[src/sv/prlenc_pkg.sv]
// Shared types, constants and header encoding for the pixel run length encoder.
`default_nettype none
package prlenc_pkg;

    localparam int MAX_RUN = 32;
    localparam int RUN_W   = $clog2(MAX_RUN + 1);
    localparam int LEN_W   = $clog2(MAX_RUN);
    localparam int PIX_W   = 16;
    localparam int WIDTH_W = 16;

    localparam logic [7:0] HDR_LITERAL = 8'h00;
    localparam logic [7:0] HDR_TRANS   = 8'h20;
    localparam logic [7:0] HDR_REPEAT  = 8'h40;
    localparam logic [7:0] HDR_NEWLINE = 8'h80;

    typedef enum logic [1:0] {
        MODE_IDLE,
        MODE_TRANS,
        MODE_SAME,
        MODE_LIT
    } mode_t;

    typedef enum logic [2:0] {
        ST_IN,
        ST_GO,
        ST_HDR,
        ST_SPIX,
        ST_LRD,
        ST_LPIX,
        ST_NL
    } state_t;

    // one token to be closed: kind, length minus one, repeated pixel
    typedef struct packed {
        logic             vld;
        mode_t            mode;
        logic [LEN_W-1:0] len;
        logic [PIX_W-1:0] pix;
    } close_job_t;

    function automatic logic [PIX_W-1:0] hdr_word(input mode_t m, input logic [LEN_W-1:0] len);
        logic [7:0] hdr;
        hdr = HDR_LITERAL;
        case (m)
            MODE_TRANS: hdr = HDR_TRANS | 8'(len);
            MODE_SAME:  hdr = (len != '0) ? (HDR_REPEAT | 8'(len)) : HDR_LITERAL;
            MODE_LIT:   hdr = HDR_LITERAL | 8'(len);
            default:    hdr = HDR_LITERAL;
        endcase
        return {{(PIX_W - 8){1'b0}}, hdr};
    endfunction

endpackage
`default_nettype wire

[src/sv/prlenc_ram.sv]
// Generic single-port-write, registered-read RAM.
`default_nettype none
module prlenc_ram #(
    parameter int WIDTH = 16,
    parameter int DEPTH = 32
) (
    input  wire logic                     aclk,
    input  wire logic                     we,
    input  wire logic [$clog2(DEPTH)-1:0] waddr,
    input  wire logic [WIDTH-1:0]         wdata,
    input  wire logic [$clog2(DEPTH)-1:0] raddr,
    output logic      [WIDTH-1:0]         rdata
);

    logic [WIDTH-1:0] mem [DEPTH];

    always_ff @(posedge aclk) begin
        if (we) begin
            mem[waddr] <= wdata;
        end
        rdata <= mem[raddr];
    end

endmodule
`default_nettype wire

[src/sv/pixel_run_length_encoder.sv]
// The first beat of a pixel's tokens goes through ST_GO, ST_HDR and the output register to m_*.
// A pixel that closes no token passes ST_GO only; else the sequencer adds a state per header
// or repeat-pixel beat, held while m_* stalls, and ST_LRD plus ST_LPIX per literal buffer pixel.
// Output beats are registered, so a new pixel is taken while the last beat still waits.
// Reset (aresetn low, synchronous): no open token, column zero, line_width 1, output empty.
// Top level: pixel run length encoder with literal buffer RAM and token sequencer.
`default_nettype none
module pixel_run_length_encoder
    import prlenc_pkg::*;
(
    input  wire logic               aclk,
    input  wire logic               aresetn,
    input  wire logic               cfg_valid,
    output logic                    cfg_ready,
    input  wire logic [WIDTH_W-1:0] cfg_line_width,
    input  wire logic               s_valid,
    output logic                    s_ready,
    input  wire logic [PIX_W-1:0]   s_pixel,
    output logic                    m_valid,
    input  wire logic               m_ready,
    output logic [PIX_W-1:0]        m_word,
    output logic                    m_is_pixel,
    output logic                    m_last
);

    state_t state_reg, state_next;

    logic [WIDTH_W-1:0] width_reg;
    logic [WIDTH_W-1:0] col_reg;
    mode_t              mode_reg;
    logic [RUN_W-1:0]   run_reg;
    logic [PIX_W-1:0]   prev_reg;

    close_job_t j1_reg, j2_reg, j1_c, j2_c, cur;
    logic       nl_reg, wr0_reg;
    logic       jsel_reg, jsel_next;
    logic [LEN_W-1:0] k_reg, k_next;

    logic               m_valid_reg;
    logic [PIX_W-1:0]   m_word_reg;
    logic               m_is_pixel_reg, m_last_reg;

    // accept-cycle datapath
    logic [WIDTH_W:0]   col_sum;
    logic               line_end;
    logic               opaque, same;
    mode_t              m_mode, f_mode;
    logic [RUN_W-1:0]   m_run, f_run;
    logic [PIX_W-1:0]   m_prev;
    logic               acc_we, wr0_c;
    logic [LEN_W-1:0]   acc_waddr;

    // RAM port
    logic               ram_we;
    logic [LEN_W-1:0]   ram_waddr;
    logic [PIX_W-1:0]   ram_wdata, ram_rdata;

    // sequencer outputs
    logic               emit_valid, emit_is_pixel, emit_last, load, more;
    logic [PIX_W-1:0]   emit_word;
    logic               accept;

    assign cfg_ready = 1'b1;
    assign accept    = s_valid && s_ready;

    assign col_sum  = {1'b0, col_reg} + (WIDTH_W + 1)'(1);
    assign line_end = col_sum >= {1'b0, width_reg};
    assign opaque   = s_pixel[PIX_W-1];
    assign same     = s_pixel == prev_reg;

    always_comb begin
        j1_c      = '{vld: 1'b0, mode: MODE_IDLE, len: '0, pix: prev_reg};
        m_mode    = mode_reg;
        m_run     = run_reg;
        m_prev    = prev_reg;
        acc_we    = 1'b0;
        acc_waddr = run_reg[LEN_W-1:0];
        wr0_c     = 1'b0;
        case (mode_reg)
            MODE_TRANS: begin
                if (!opaque) begin
                    m_run  = RUN_W'(run_reg + 1'b1);
                    m_prev = s_pixel;
                end else begin
                    j1_c.vld  = 1'b1;
                    j1_c.mode = MODE_TRANS;
                    j1_c.len  = LEN_W'(run_reg - 1'b1);
                    m_mode    = MODE_SAME;
                    m_run     = RUN_W'(1);
                    m_prev    = s_pixel;
                end
            end
            MODE_SAME: begin
                if (same) begin
                    m_run = RUN_W'(run_reg + 1'b1);
                end else if (run_reg > RUN_W'(1)) begin
                    j1_c.vld  = 1'b1;
                    j1_c.mode = MODE_SAME;
                    j1_c.len  = LEN_W'(run_reg - 1'b1);
                    m_mode    = opaque ? MODE_SAME : MODE_TRANS;
                    m_run     = RUN_W'(1);
                    m_prev    = s_pixel;
                end else begin
                    // single repeat pixel turns into a two-entry literal;
                    // entry 0 is written in the following cycle
                    acc_we    = 1'b1;
                    acc_waddr = LEN_W'(1);
                    wr0_c     = 1'b1;
                    m_mode    = MODE_LIT;
                    m_run     = RUN_W'(2);
                    m_prev    = s_pixel;
                end
            end
            MODE_LIT: begin
                if (same) begin
                    // the last literal pixel moves into the new token
                    j1_c.vld  = 1'b1;
                    j1_c.mode = MODE_LIT;
                    j1_c.len  = LEN_W'(run_reg - RUN_W'(2));
                    m_mode    = opaque ? MODE_SAME : MODE_TRANS;
                    m_run     = RUN_W'(2);
                    m_prev    = s_pixel;
                end else begin
                    acc_we = 1'b1;
                    m_run  = RUN_W'(run_reg + 1'b1);
                    m_prev = s_pixel;
                end
            end
            default: begin
                m_mode = opaque ? MODE_SAME : MODE_TRANS;
                m_run  = RUN_W'(1);
                m_prev = s_pixel;
            end
        endcase

        j2_c.vld  = (m_mode != MODE_IDLE) && (line_end || (m_run >= RUN_W'(MAX_RUN)));
        j2_c.mode = m_mode;
        j2_c.len  = LEN_W'(m_run - 1'b1);
        j2_c.pix  = m_prev;
        f_mode    = j2_c.vld ? MODE_IDLE : m_mode;
        f_run     = j2_c.vld ? '0 : m_run;
    end

    always_ff @(posedge aclk) begin
        if (!aresetn) begin
            width_reg <= WIDTH_W'(1);
            col_reg   <= '0;
            mode_reg  <= MODE_IDLE;
            run_reg   <= '0;
            prev_reg  <= '0;
            j1_reg    <= '0;
            j2_reg    <= '0;
            nl_reg    <= 1'b0;
            wr0_reg   <= 1'b0;
        end else begin
            if (cfg_valid && cfg_ready) begin
                width_reg <= cfg_line_width;
            end
            if (accept) begin
                col_reg  <= line_end ? '0 : col_sum[WIDTH_W-1:0];
                mode_reg <= f_mode;
                run_reg  <= f_run;
                prev_reg <= m_prev;
                j1_reg   <= j1_c;
                j2_reg   <= j2_c;
                nl_reg   <= line_end;
                wr0_reg  <= wr0_c;
            end
        end
    end

    // literal buffer write port: accept-cycle append, or deferred entry 0
    always_comb begin
        if (state_reg == ST_GO) begin
            ram_we    = wr0_reg;
            ram_waddr = '0;
            ram_wdata = j1_reg.pix;
        end else begin
            ram_we    = accept && acc_we;
            ram_waddr = acc_waddr;
            ram_wdata = s_pixel;
        end
    end

    prlenc_ram #(
        .WIDTH (PIX_W),
        .DEPTH (MAX_RUN)
    ) u_lit_ram (
        .aclk  (aclk),
        .we    (ram_we),
        .waddr (ram_waddr),
        .wdata (ram_wdata),
        .raddr (k_reg),
        .rdata (ram_rdata)
    );

    assign cur  = jsel_reg ? j2_reg : j1_reg;
    assign more = (!jsel_reg && j2_reg.vld) || nl_reg;
    assign load = emit_valid && (!m_valid_reg || m_ready);

    // sequencer outputs
    always_comb begin
        s_ready       = 1'b0;
        emit_valid    = 1'b0;
        emit_word     = cur.pix;
        emit_is_pixel = 1'b0;
        emit_last     = 1'b0;
        unique case (state_reg)
            ST_IN: s_ready = 1'b1;
            ST_GO: ;
            ST_HDR: begin
                emit_valid = 1'b1;
                emit_word  = hdr_word(cur.mode, cur.len);
                emit_last  = (cur.mode == MODE_TRANS) && !more;
            end
            ST_SPIX: begin
                emit_valid    = 1'b1;
                emit_is_pixel = 1'b1;
                emit_last     = !more;
            end
            ST_LRD: ;
            ST_LPIX: begin
                emit_valid    = 1'b1;
                emit_word     = ram_rdata;
                emit_is_pixel = 1'b1;
                emit_last     = (k_reg == cur.len) && !more;
            end
            ST_NL: begin
                emit_valid = 1'b1;
                emit_word  = {{(PIX_W - 8){1'b0}}, HDR_NEWLINE};
                emit_last  = 1'b1;
            end
            default: ;
        endcase
    end

    // sequencer next state
    always_comb begin
        state_t done_state;
        logic   done_jsel;
        state_next = state_reg;
        jsel_next  = jsel_reg;
        k_next     = k_reg;
        done_jsel  = jsel_reg;
        if (!jsel_reg && j2_reg.vld) begin
            done_state = ST_HDR;
            done_jsel  = 1'b1;
        end else if (nl_reg) begin
            done_state = ST_NL;
        end else begin
            done_state = ST_IN;
        end
        unique case (state_reg)
            ST_IN: begin
                if (s_valid) begin
                    state_next = ST_GO;
                end
            end
            ST_GO: begin
                if (j1_reg.vld) begin
                    state_next = ST_HDR;
                    jsel_next  = 1'b0;
                end else if (j2_reg.vld) begin
                    state_next = ST_HDR;
                    jsel_next  = 1'b1;
                end else if (nl_reg) begin
                    state_next = ST_NL;
                end else begin
                    state_next = ST_IN;
                end
            end
            ST_HDR: begin
                if (load) begin
                    case (cur.mode)
                        MODE_SAME: state_next = ST_SPIX;
                        MODE_LIT: begin
                            state_next = ST_LRD;
                            k_next     = '0;
                        end
                        default: begin
                            state_next = done_state;
                            jsel_next  = done_jsel;
                        end
                    endcase
                end
            end
            ST_SPIX: begin
                if (load) begin
                    state_next = done_state;
                    jsel_next  = done_jsel;
                end
            end
            ST_LRD: state_next = ST_LPIX;
            ST_LPIX: begin
                if (load) begin
                    if (k_reg == cur.len) begin
                        state_next = done_state;
                        jsel_next  = done_jsel;
                    end else begin
                        k_next     = LEN_W'(k_reg + 1'b1);
                        state_next = ST_LRD;
                    end
                end
            end
            ST_NL: begin
                if (load) begin
                    state_next = ST_IN;
                end
            end
            default: state_next = ST_IN;
        endcase
    end

    always_ff @(posedge aclk) begin
        if (!aresetn) begin
            state_reg   <= ST_IN;
            jsel_reg    <= 1'b0;
            k_reg       <= '0;
            m_valid_reg <= 1'b0;
        end else begin
            state_reg <= state_next;
            jsel_reg  <= jsel_next;
            k_reg     <= k_next;
            if (load) begin
                m_valid_reg <= 1'b1;
            end else if (m_ready) begin
                m_valid_reg <= 1'b0;
            end
        end
    end

    always_ff @(posedge aclk) begin
        if (load) begin
            m_word_reg     <= emit_word;
            m_is_pixel_reg <= emit_is_pixel;
            m_last_reg     <= emit_last;
        end
    end

    assign m_valid    = m_valid_reg;
    assign m_word     = m_word_reg;
    assign m_is_pixel = m_is_pixel_reg;
    assign m_last     = m_last_reg;

endmodule
`default_nettype wire

[config.mk]
export PLATFORM = sky130hd
export DESIGN_NAME = pixel_run_length_encoder
export DESIGN_NICKNAME = d
export VERILOG_FILES = /design/src/sv/prlenc_pkg.sv /design/src/sv/prlenc_ram.sv /design/src/sv/pixel_run_length_encoder.sv
export SDC_FILE = /design/constraint.sdc
export NUM_CORES = 1
export LEC_CHECK = 0
export BUFFER_PORTS_ARGS = -buffer_cell sky130_fd_sc_hd__buf_2
export CAP_MARGIN = 30
export CORE_UTILIZATION = 25
export CTS_BUF_LIST = sky130_fd_sc_hd__clkbuf_8
export DETAILED_ROUTE_END_ITERATION = 6
export PLACE_DENSITY_LB_ADDON = 0.3
export SYNTH_ARGS = -nofsm -noshare
export SYNTH_HDL_FRONTEND = slang
export SYNTH_SLANG_ARGS = --single-unit
[constraint.sdc]
create_clock -name aclk -period 3.91 [get_ports aclk]
set_input_delay 0.1955 -clock aclk [delete_from_list [all_inputs] [get_ports aclk]]
set_output_delay 0.1955 -clock aclk [all_outputs]
set_load 0.005 [all_outputs]
# Yosys cells after proc, flatten, opt, wreduce, memory -nomap -nowiden
# Memory sizes are Yosys's and may differ from the RTL's. A register that Yosys moved wholly into a read port is not among the register bits.
# Cells that the tools add are included.
# W data, S select, Z words.
[totals]
n_memories = 1
latchBits = 0
regBits = 118
in_bits = 37
out_inout_bits = 21
rom_bits = 0
ram_bits = 512
elab_cells = 152
[mem_list]
columns = ["memory", "depth", "word_bits", "rd", "rd_clocked_by_memory_dff", "write_ports", "line", "source"]
rows = [
  ["u_lit_ram.mem", 32, 16, 1, 1, 1, "prlenc_ram.sv:15", "logic [WIDTH-1:0] mem [DEPTH];"],
]
[op_classes]
reduce_logical = 26
add_sub_neg = 6
n_eq_ne = 25
bitwise_logic = 0
n_lt_le_gt_ge = 3
multipliers = 0
n_div = 0
shifts = 0
mux = 70
[ops]
columns = ["op", "n"]
rows = [
  ["$mux W16", 4],
  ["$pmux W16 S3", 1],
  ["$mux W5", 8],
  ["$mux W8", 4],
  ["$mux W3", 10],
  ["$mux W6", 4],
  ["$pmux W8 S3", 1],
  ["$mux W23", 1],
  ["$pmux W3 S7", 1],
  ["$pmux W7 S3", 1],
  ["$mux W1", 20],
  ["$ne A2 B2 Y1 const B", 10],
  ["$pmux W6 S3", 1],
  ["$add A16 B1 Y17 const B", 1],
  ["$ge A17 B16 Y1", 1],
  ["$eq A16 B16 Y1", 1],
  ["$mux W2", 7],
  ["$pmux W5 S2", 1],
  ["$reduce_and A5 Y1", 2],
  ["$sub A5 B1 Y5 const B", 2],
  ["$eq A3 B3 Y1 const B", 3],
  ["$eq A2 B2 Y1 const B", 4],
  ["$pmux W1 S4", 2],
  ["$logic_and A1 B1 Y1", 7],
  ["24 further kinds", 33],
]

# Depth between registers and ports, before layout
# Gate-level depths: netlist of run 1.
[depth]
ltp_word = 8
depth_mapped = 15

# Cells and area by module
# A second synthesis of run 1 with hierarchy kept.
[unflattened]
cells_unflattened = 1912
area_unflattened_um2 = 27212.3
[modules_own_cells]
columns = ["mod", "cells_each", "instances", "area_per_inst_um2"]
rows = [
  ["prlenc_ram", 1143, 1, 20534.7],
  ["pixel_run_length_encoder", 769, 1, 6677.7],
]

# Worst setup path after synthesis of run 1
# Ideal clock, no wire load.
[synth_timing]
kind = "register to register"
startpoint = "register col_reg[2]"
endpoint = "register col_reg[6]"
arrival_ns = 3.148
setup_ns = 0.071
synth_period_minus_slack_ns = 3.219
stages_incl_launch_ff = 16
path_slack_ns = 0.691
required_time_ns = 3.839
path_cell_list = "dfxtp_1 -> nand3_1 -> or2_2 -> clkbuf_1 -> nor2_1 -> nand3_1 -> xnor2_1 -> ha_1 -> nand3_1 -> nor2_1 -> a32oi_1 -> o2111ai_1 -> nor2_1 -> clkbuf_1 -> nand3_1 -> a21oi_1"
[synth_via]
elab_chain_cells = 3
[synth_rtl]
columns = ["element", "line", "source"]
rows = [
  ["from (decl)", "pixel_run_length_encoder.sv:29", "logic [WIDTH_W-1:0] col_reg;"],
  ["from (signal assigned)", "pixel_run_length_encoder.sv:160", "col_reg <= line_end ? '0 : col_sum[WIDTH_W-1:0];"],
  ["$add A16 B1 Y17 *", "pixel_run_length_encoder.sv:66", "assign col_sum = {1'b0, col_reg} + (WIDTH_W + 1)'(1);"],
  ["$ge A17 B16 Y1", "pixel_run_length_encoder.sv:67", "assign line_end = col_sum >= {1'b0, width_reg};"],
  ["$mux W16 *", "pixel_run_length_encoder.sv:160", ""],
]
# Mark *: on every way between the ends. The rest lies on a longest branch, timed or not.
# A chain may end at the register's enable or synchronous reset.

# Worst setup path after layout of run 1
[layout_timing]
startpoint = "register col_reg[0]"
endpoint = "register run_reg[4]"
[layout_via]
elab_chain_cells = 5
[layout_rtl]
columns = ["element", "line", "source"]
rows = [
  ["$add A16 B1 Y17", "pixel_run_length_encoder.sv:66", ""],
  ["$ge A17 B16 Y1", "pixel_run_length_encoder.sv:67", ""],
  ["$logic_or A1 B1 Y1", "pixel_run_length_encoder.sv:136", "j2_c.vld = (m_mode != MODE_IDLE) && (line_end || (m_run >= RUN_W'(MAX_RUN)));"],
  ["$logic_and A1 B1 Y1", "pixel_run_length_encoder.sv:136", ""],
  ["$mux W6", "pixel_run_length_encoder.sv:141", "f_run = j2_c.vld ? '0 : m_run;"],
  ["to (signal assigned)", "pixel_run_length_encoder.sv:162", "run_reg <= f_run;"],
  ["to (decl)", "pixel_run_length_encoder.sv:31", "logic [RUN_W-1:0] run_reg;"],
]
# Every way passes these cells.

==> results_tabular.tex, run 1 <==
\begin{tabular}{lr}
\hline
Metric & Value \\
\hline
\multicolumn{2}{l}{\textbf{Setup path}} \\
Origin of the worst setup path & col\_reg[0]\$\_SDFFE\_PN0P\_ \\
R2r worst-path depth & 15 \\
Peak per-stage delay on the critical path & approximately 400 ps \\
Reg2Reg Setup Slack & about 380 ps \\
CP most frequent cell & nor2\_1 \\
Crit path arrival time & $\sim$4100 ps \\
Critical path class & register to register \\
CP delay by family, top & simple AND/OR/NAND/NOR gates \\
Cell with the biggest individual delay on the critical path & dfxtp\_1 \\
Critical path endpoint category & register \\
Reg-to-Reg End & run\_reg[4]\$\_SDFFE\_PN0P\_ \\
Critical Path Source Type & register \\
Source of the worst register-to-register timing path & col\_reg[0]\$\_SDFFE\_PN0P\_ \\
Crit path max fanout & 6 \\
Crit-path cells & ha\_2, nand4\_1, nor2\_2, nand2\_1, nor2\_1, xor2\_1, ha\_1, nand3\_1, nor2\_1, a32oi\_1, o2111ai\_1, nor2\_1, buf\_4, nand4\_1, o31ai\_2 \\
Buffers and inverters on the worst path & 1 \\
Required arrival time at the worst endpoint & between 4000 and 5000 ps \\
\multicolumn{2}{l}{\textbf{Clocking}} \\
H-tree levels & 3 \\
CTS tree & built \\
Sinks on Clock Net & between 600 and 700 \\
Number of buffers created by CTS & approximately 100 \\
Deepest clock path buffer count & 3 \\
Insertion delay of the later-clocked pin in the worst-skew pair & a little over 700 ps \\
Clock slew at reported path FFs & around 60 ps \\
Buffer type at the clock tree root & clkbuf\_8 \\
\multicolumn{2}{l}{\textbf{Job}} \\
Max cap viols & 0 \\
\multicolumn{2}{l}{\textbf{Route}} \\
Routed via count divided by cell count & between 4 and 5 \\
Via count & approximately 15,000 \\
Total DRC errors in the routed layout & 15 \\
Routed WL per cell & between 20 and 25 microns \\
Number of routed nets with antenna violations & 0 \\
Number of optimization iterations in the first detailed-route pass & 7 \\
Total wire length after detailed routing & around 70,000 microns \\
DR iter-0 viols & $\sim$1,400 \\
\multicolumn{2}{l}{\textbf{STA}} \\
Headroom to the max-slew limit & between 30\% and 40\% \\
Skew final & between 40 and 50 ps \\
Final min period & between 3000 and 4000 ps \\
Final number of setup-violating endpoints & 0 \\
Fin. Hold Viols & 0 \\
Unrepaired setup endpoints after global routing & no \\
Timing-limited maximum frequency & between 200 and 300 MHz \\
Sum of negative setup slack & 0 ps \\
Measured slew at the worst slew-check pin & 942 ps \\
Fin crit share & between 90\% and 100\% \\
Number of max-slew violations in the final report & 0 \\
\multicolumn{2}{l}{\textbf{Synth}} \\
Share of flip-flops with an asynchronous set or reset & 0\% \\
Combined area of all synthesized cells & 0.0266 sq mm \\
Portion of synthesized cell area occupied by the leading cell type & roughly three fifths \\
Most used flip-flop cell after synthesis & edfxtp\_1 \\
Synthesized area per cell & between 15 and 20 sq um \\
Synthesis warning total & 0 \\
Synth top area cells & edfxtp\_1 60\%, mux4\_2 14\%, dfxtp\_1 8.7\%, nand2\_1 2.2\%, mux2i\_1 1.9\% \\
Sequential element share of the synthesized area & 68.6\% \\
EDFF count, synth & 530 \\
Number of instances in the synthesized netlist & around 1,600 \\
Top cell type by total area after synthesis & edfxtp\_1 \\
Number of synthesized register bits & about 650 \\
Unique masters post-synth & 67 \\
Number of nets in the synthesized netlist & approximately 1,700 \\
\multicolumn{2}{l}{\textbf{Global route}} \\
Largest net degree at the start of global routing & $\sim$80 \\
Number of antenna violations at the first check in global routing & 1 \\
Total global routing overflow & 0 \\
Global-route wire length before repair & about 100,000 microns \\
Via count of the first global-routing pass & 15,700 \\
Total GRT Usage & 12.9\% \\
\multicolumn{2}{l}{\textbf{Floorplanning}} \\
Std cell rows & 119 \\
Height of the die & roughly 330 microns \\
Core area & between 0.1 and 0.15 sq mm \\
Die W & between 300 and 400 microns \\
Die Footprint & around 0.11 sq mm \\
Effective utilization at floorplan & roughly a quarter \\
Top Ports & just under 60 \\
\multicolumn{2}{l}{\textbf{Placement}} \\
Detail Placement HPWL & about 43,000 microns \\
Count of buffers from port buffering & 56 \\
Placer's final routability congestion estimate & $\sim$0.83 \\
Cell count after placement & a little over 3,000 \\
\multicolumn{2}{l}{\textbf{Cells and area}} \\
Nets@finish & 1,899 \\
Share of final-layout standard cells stronger than drive strength 1 & 27.3\% \\
Syn-to-layout area delta & 18.6\% \\
Fill cell total of the finished layout & 10,500 \\
Max FFs per register & roughly 510 \\
Cell Count, Final, Fillers Out & between 3,000 and 4,000 \\
\multicolumn{2}{l}{\textbf{Outcome}} \\
Failing checks & design-rule violations \\
Outcome & complete, but fails checks \\
\multicolumn{2}{l}{\textbf{Pwr}} \\
Maximum vdd ir drop & 0.268 mV \\
Standby leakage power & just over 10 nW \\
Power Dens Cells & slightly above 500 mW/mm\^{}2 \\
\multicolumn{2}{l}{\textbf{Min path}} \\
Tightest Hold Check Type & input port to register \\
Hold Path Origin & s\_valid \\
Worst hold path stage count & 5 \\
Capture endpoint of the worst hold path & state\_reg[2]\$\_SDFFE\_PN0P\_ \\
\hline
\end{tabular}
==> kinds of logic (layout without fill, tap and decap cells) <==
kind of cell             Yosys count  count (layout)  synth area share, %
AO/OA/AOI/OAI                    183             183                 4.23
AND/OR/NAND/NOR                  368             368                 6.23
adder cells (fa/ha/maj)           25              25                 1.18
buffers and inverters            126             425                 1.90
flip-flops                       646             646                 68.6
XOR/XNOR                          45              45                 1.48
other                              1               2               0.0141
multiplexers                     233             233                 16.4
==> worst max-delay path by stage <==
stage	end	slack (ps)	cells past startpoint
2_1_floorplan	col_reg[6]$_SDFFE_PN0P_	690	15
3_3_place_gp	run_reg[4]$_SDFFE_PN0P_	440	14
3_5_place_dp	run_reg[4]$_SDFFE_PN0P_	300	14
4_1_cts	run_reg[4]$_SDFFE_PN0P_	270	14
5_1_grt	run_reg[4]$_SDFFE_PN0P_	40	15
6_report	run_reg[4]$_SDFFE_PN0P_	380	15
==> cells in the final DEF (no fill, tap or decap), types with 14 or more instances in the layout <==
master	count
nand2_1	154
a21oi_1	71
inv_1	70
buf_2	56
mux2_2	23
clkinv_1	22
edfxtp_1	530
mux2i_1	50
ha_1	24
xnor2_1	32
nor2_2	35
mux4_2	160
clkinv_2	14
buf_4	87
o21ai_0	42
dfxtp_1	112
clkbuf_8	113
nor2_1	77
nand4_1	16
nand3_1	29
dlygate4sd3_1	48
==> Yosys cell counts, drive strengths merged (29+ instances only) <==
library cell  count
edfxtp          530
xnor2            32
nand3            29
inv              30
clkbuf           61
o21ai            44
nand2           154
mux4            160
dfxtp           116
nor2            112
buf              34
a21oi            71
mux2i            50
==> final cells by class <==
cell class	count	area [sq um]	area share (%)
antenna	1	2.50	0.00793
clock inverter	82	373	1.18
clock buffer	113	1560	4.93
multi-input combinational	855	7960	25.2
inverter	31	116	0.369
timing repair buffer	199	1560	4.93
tap	1391	1740	5.52
sequential	646	18200	57.8
==> worst min-delay path, stage by stage <==
cell	delay, ps
buf_2	140
nor2_1	100
nor2_1	40
o21ai_0	160
a21oi_1	80
==> what timing repair did <==
| item | CTS | global route |
|---|---|---|
| endpoints found under the setup margin | 0 | 3 |
| gates resized for setup | 0 | 4 |
| hold buffers | 48 | 0 |
| endpoints found under the hold margin | 47 | 0 |
| buffers inserted | 0 | 0 |
==> power breakdown <==
part / leakage, nW / switching [mW] / internal (mW)
logic: 3.31 / 1.66 / 0.792
registers: 5.76 / 0.180 / 8.06
clock network: 1.15 / 2.71 / 2.68
total: 10.2 / 4.55 / 11.5
==> per-stage QoR <==
stage                     instance area (sq um)  setup WS [ps]  utilization, %  power (mW)  hold slack [ps]
after floorplan                           26600            691               -        9.77              324
after global placement                    29100            439            27.6        10.7              420
after detailed placement                  29100            299            27.6        10.8              426
after CTS                                 31500            272            29.9        16.3             2.84
after global routing                      31500           37.2            29.9        16.8             51.5
final                                     31500            381            29.9        16.1             65.2
==> per-layer routing <==
layer  part of all wire (%)  GRT usage (%)  vias up
li1                       -              -     6786
met1                     45           17.7     7993
met2                     48           20.9      393
met3                    4.2           2.14      110
met4                    1.9           3.66        0
met5                      0              0        -
Note: power is estimated with default switching activity, not from simulation.
==> inputs of run 2 (changes only) <==
- GPL_TIMING_DRIVEN: not set -> 0
==> run 2 against run 1 <==
  * Clock skew down 13 ps
  * The run still ends with design-rule violations left
  * Combinational power up 16%
  * Largest power group unchanged
  * Non-clock buffer count up 52
  * Sequential power down 0.6%
  * Global-route usage up 0.45 points
  * Maximum frequency down 2.1%
  * Highest routed layer unchanged
  * Die area unchanged
  * Count of clock-buffer cells in the layout up 4
  * Critical endpoint is now u_lit_ram.rdata[15]$_DFF_P_
  * Largest cell class unchanged
==> results_tabular.tex, run 2 (synthesized netlist as in run 1, its figures left out) <==
\begin{tabular}{lr}
\hline
Metric & Value \\
\hline
\multicolumn{2}{l}{\textbf{Global route}} \\
Global-route wire length before repair & 106,000 microns (was 103,000 microns) \\
Via count of the first global-routing pass & 16,000 (was 15,700) \\
Met3 Track Usage GR & 2.48\% (was 2.14\%) \\
Number of antenna violations at the first check in global routing & 1 (unchanged) \\
Largest net degree at the start of global routing & 33 (was 79) \\
Total GRT Usage & 13.3\% (was 12.9\%) \\
Total global routing overflow & 0 (unchanged) \\
Busiest metal layer after global routing & met2 (unchanged) \\
Met1 routing resource usage after global routing & 17.8\% (was 17.7\%) \\
Met2 routing resource usage after global routing & 21.3\% (was 20.9\%) \\
\multicolumn{2}{l}{\textbf{Placement}} \\
Placed Instance Area & 0.0295 sq mm (was 0.0291 sq mm) \\
Count of buffers from port buffering & 53 (was 56) \\
Placer's final routability congestion estimate & 0.836 (was 0.832) \\
Detail Placement HPWL & 51,300 microns (was 42,600 microns) \\
Cell count after placement & 3,120 (was 3,072) \\
Worst slack after detailed placement & -390 ps (was 299 ps) \\
\multicolumn{2}{l}{\textbf{STA}} \\
Measured slew at the worst slew-check pin & 999 ps (was 942 ps) \\
Final number of setup-violating endpoints & 0 (unchanged) \\
Fin crit share & 92.2\% (was 90.3\%) \\
Skew final & 27.5 ps (was 40.6 ps) \\
Final min period & 3610 ps (was 3530 ps) \\
Timing-limited maximum frequency & 277 MHz (was 283 MHz) \\
Unrepaired setup endpoints after global routing & no (unchanged) \\
Headroom to the max-slew limit & 33.2\% (was 37.0\%) \\
Fin. Hold Viols & 0 (unchanged) \\
Min setup slack post-route & 304 ps (was 381 ps) \\
Number of max-slew violations in the final report & 0 (unchanged) \\
\multicolumn{2}{l}{\textbf{Cells and area}} \\
Final core utilization & 30.6\% (was 29.9\%) \\
Max FFs per register & 512 (unchanged) \\
Share of final-layout standard cells stronger than drive strength 1 & 25.4\% (was 27.3\%) \\
Fill cell total of the finished layout & 10,400 (was 10,500) \\
Syn-to-layout area delta & 21.2\% (was 18.6\%) \\
Finished layout cell area & 0.0322 sq mm (was 0.0315 sq mm) \\
Cell Count, Final, Fillers Out & 3,388 (was 3,318) \\
Leading cell type in the layout, fill and taps excluded & edfxtp\_1 (unchanged) \\
Top library cells by usage in the layout, fill and taps aside & 530 x edfxtp\_1, 160 x mux4\_2, 153 x nand2\_1, 117 x clkbuf\_8, 116 x dfxtp\_1 (was 530 x edfxtp\_1, 160 x mux4\_2, 154 x nand2\_1, 113 x clkbuf\_8, 112 x dfxtp\_1) \\
Nets@finish & 1,958 (was 1,899) \\
\multicolumn{2}{l}{\textbf{Setup path}} \\
R2r worst-path depth & 6 (was 15) \\
Critical path class & register to register (unchanged) \\
Critical Path Source Type & register (unchanged) \\
Reg-to-Reg End & u\_lit\_ram.rdata[15]\$\_DFF\_P\_ (was run\_reg[4]\$\_SDFFE\_PN0P\_) \\
Crit path arrival time & 4200 ps (was 4130 ps) \\
Required arrival time at the worst endpoint & 4510 ps (about the same) \\
Reg2Reg Setup Slack & 300 ps (was 380 ps) \\
Source of the worst register-to-register timing path & k\_reg[1]\$\_SDFFE\_PN0P\_ (was col\_reg[0]\$\_SDFFE\_PN0P\_) \\
Crit path max fanout & 10 (was 6) \\
Critical path endpoint category & register (unchanged) \\
Critical path endpoint & u\_lit\_ram.rdata[15]\$\_DFF\_P\_ (was run\_reg[4]\$\_SDFFE\_PN0P\_) \\
Origin of the worst setup path & k\_reg[1]\$\_SDFFE\_PN0P\_ (was col\_reg[0]\$\_SDFFE\_PN0P\_) \\
\multicolumn{2}{l}{\textbf{Route}} \\
Number of routed nets with antenna violations & 0 (unchanged) \\
Total DRC errors in the routed layout & 30 (was 15) \\
DR iter-0 viols & 1,416 (was 1,376) \\
Total wire length after detailed routing & 72,000 microns (was 69,800 microns) \\
Routed WL per cell & 21.2 microns (was 21.0 microns) \\
Via count & 15,700 (was 15,300) \\
Number of optimization iterations in the first detailed-route pass & 7 (unchanged) \\
Routed via count divided by cell count & 4.63 (was 4.61) \\
\multicolumn{2}{l}{\textbf{Floorplanning}} \\
Std cell rows & 119 (unchanged) \\
Die Footprint & 0.108 sq mm (unchanged) \\
Effective utilization at floorplan & 25.2\% (unchanged) \\
Die W & 328 microns (unchanged) \\
Height of the die & 328 microns (unchanged) \\
Top Ports & 58 (unchanged) \\
Core area & 0.105 sq mm (unchanged) \\
\multicolumn{2}{l}{\textbf{Clocking}} \\
Sinks on Clock Net & 646 (unchanged) \\
CTS tree & built (unchanged) \\
H-tree levels & 3 (unchanged) \\
Buffer type at the clock tree root & clkbuf\_8 (unchanged) \\
Deepest clock path buffer count & 3 (unchanged) \\
Clock slew at reported path FFs & 60 ps (about the same) \\
Insertion delay of the later-clocked pin in the worst-skew pair & 730 ps (was 720 ps) \\
Number of buffers created by CTS & 111 (was 104) \\
\multicolumn{2}{l}{\textbf{Outcome}} \\
Failing checks & design-rule violations (unchanged) \\
Outcome & complete, but fails checks (unchanged) \\
\multicolumn{2}{l}{\textbf{Job}} \\
Max cap viols & 0 (unchanged) \\
\multicolumn{2}{l}{\textbf{Pwr}} \\
Standby leakage power & 10.4 nW (was 10.2 nW) \\
Total design power & 16.6 mW (was 16.1 mW) \\
Power Dens Cells & 517 mW/mm\^{}2 (was 510 mW/mm\^{}2) \\
Maximum vdd ir drop & 0.288 mV (was 0.268 mV) \\
\multicolumn{2}{l}{\textbf{Min path}} \\
Tightest Hold Check Type & input port to register (unchanged) \\
\hline
\end{tabular}
## run 2: cell count changes in the layout (fill, tap and decap cells not counted), moves of 5 or more
| cell | delta |
|---|---|
| buf_1 | +15 |
| buf_12 | -5 |
| buf_16 | +13 |
| buf_2 | +15 |
| buf_4 | -78 |
| buf_8 | +35 |
| clkbuf_1 | +60 |
| clkinv_1 | +8 |
| clkinv_2 | -5 |
| diode_2 | +5 |
| dlygate4sd3_1 | -7 |
| inv_1 | +5 |
## run 2: worst max-delay path, cell delays in order (launching register included)
cell and delay [ps]:
dfxtp_1 330, clkbuf_1 370, clkbuf_1 710, clkbuf_1 780, mux4_2 480, mux4_2 470
mux2_2 320
## run 2: stage by stage
stage | hold slack (ps) | TNS (ps)
CTS | 213 | 0
global placement | 433 | -196980
global route | 255 | 0
floorplan | 324 | 0
detailed placement | 437 | -5530
finish | 262 | 0
## run 2: metal layers
metal | wire length [microns] | up-vias
met4 | 2470 | 0
met2 | 33900 | 518
met3 | 4300 | 111
met1 | 31300 | 8118
li1 | - | 6941
met5 | 0 | -
## run 2: final cells by class
class / instances / area (sq um) / area share [%]
plain buffers: 95 / 390 / 1.21
repair buffers: 156 / 1690 / 5.26
multi-input cells: 855 / 7970 / 24.7
clock buffers: 117 / 1610 / 5.00
well taps: 1391 / 1740 / 5.40
inverters: 31 / 116 / 0.361
clock inverters: 91 / 454 / 1.41
flip-flops and latches: 646 / 18200 / 56.6
diodes: 6 / 15.0 / 0.0466
## run 2: worst min-delay path by stage
stage                                end  cells past startpoint  slack (ps)               from
2_1_floorplan  width_reg[0]$_SDFFE_PN1P_                      2         320  cfg_line_width[0]
3_3_place_gp   width_reg[0]$_SDFFE_PN1P_                      3         430  cfg_line_width[0]
3_5_place_dp   width_reg[0]$_SDFFE_PN1P_                      3         440  cfg_line_width[0]
4_1_cts        width_reg[0]$_SDFFE_PN1P_                      4         210  cfg_line_width[0]
5_1_grt        width_reg[8]$_SDFFE_PN0P_                      4         260  cfg_line_width[8]
6_report       width_reg[7]$_SDFFE_PN0P_                      4         260  cfg_line_width[7]
## run 2: report_power, final
part | internal [mW] | switching (mW) | total, mW
Clock | 2.85 | 2.78 | 5.63
Combinational | 0.943 | 1.88 | 2.83
Sequential | 8.06 | 0.127 | 8.19
## run 2: timing repair
item,4_1_cts,5_1_grt
hold endpoints to repair,41,0
setup buffers,4,3
endpoints found under the setup margin,50,20
hold buffers,41,0
gates resized for setup,5,6
cloned,0,0
pin swaps,1,2
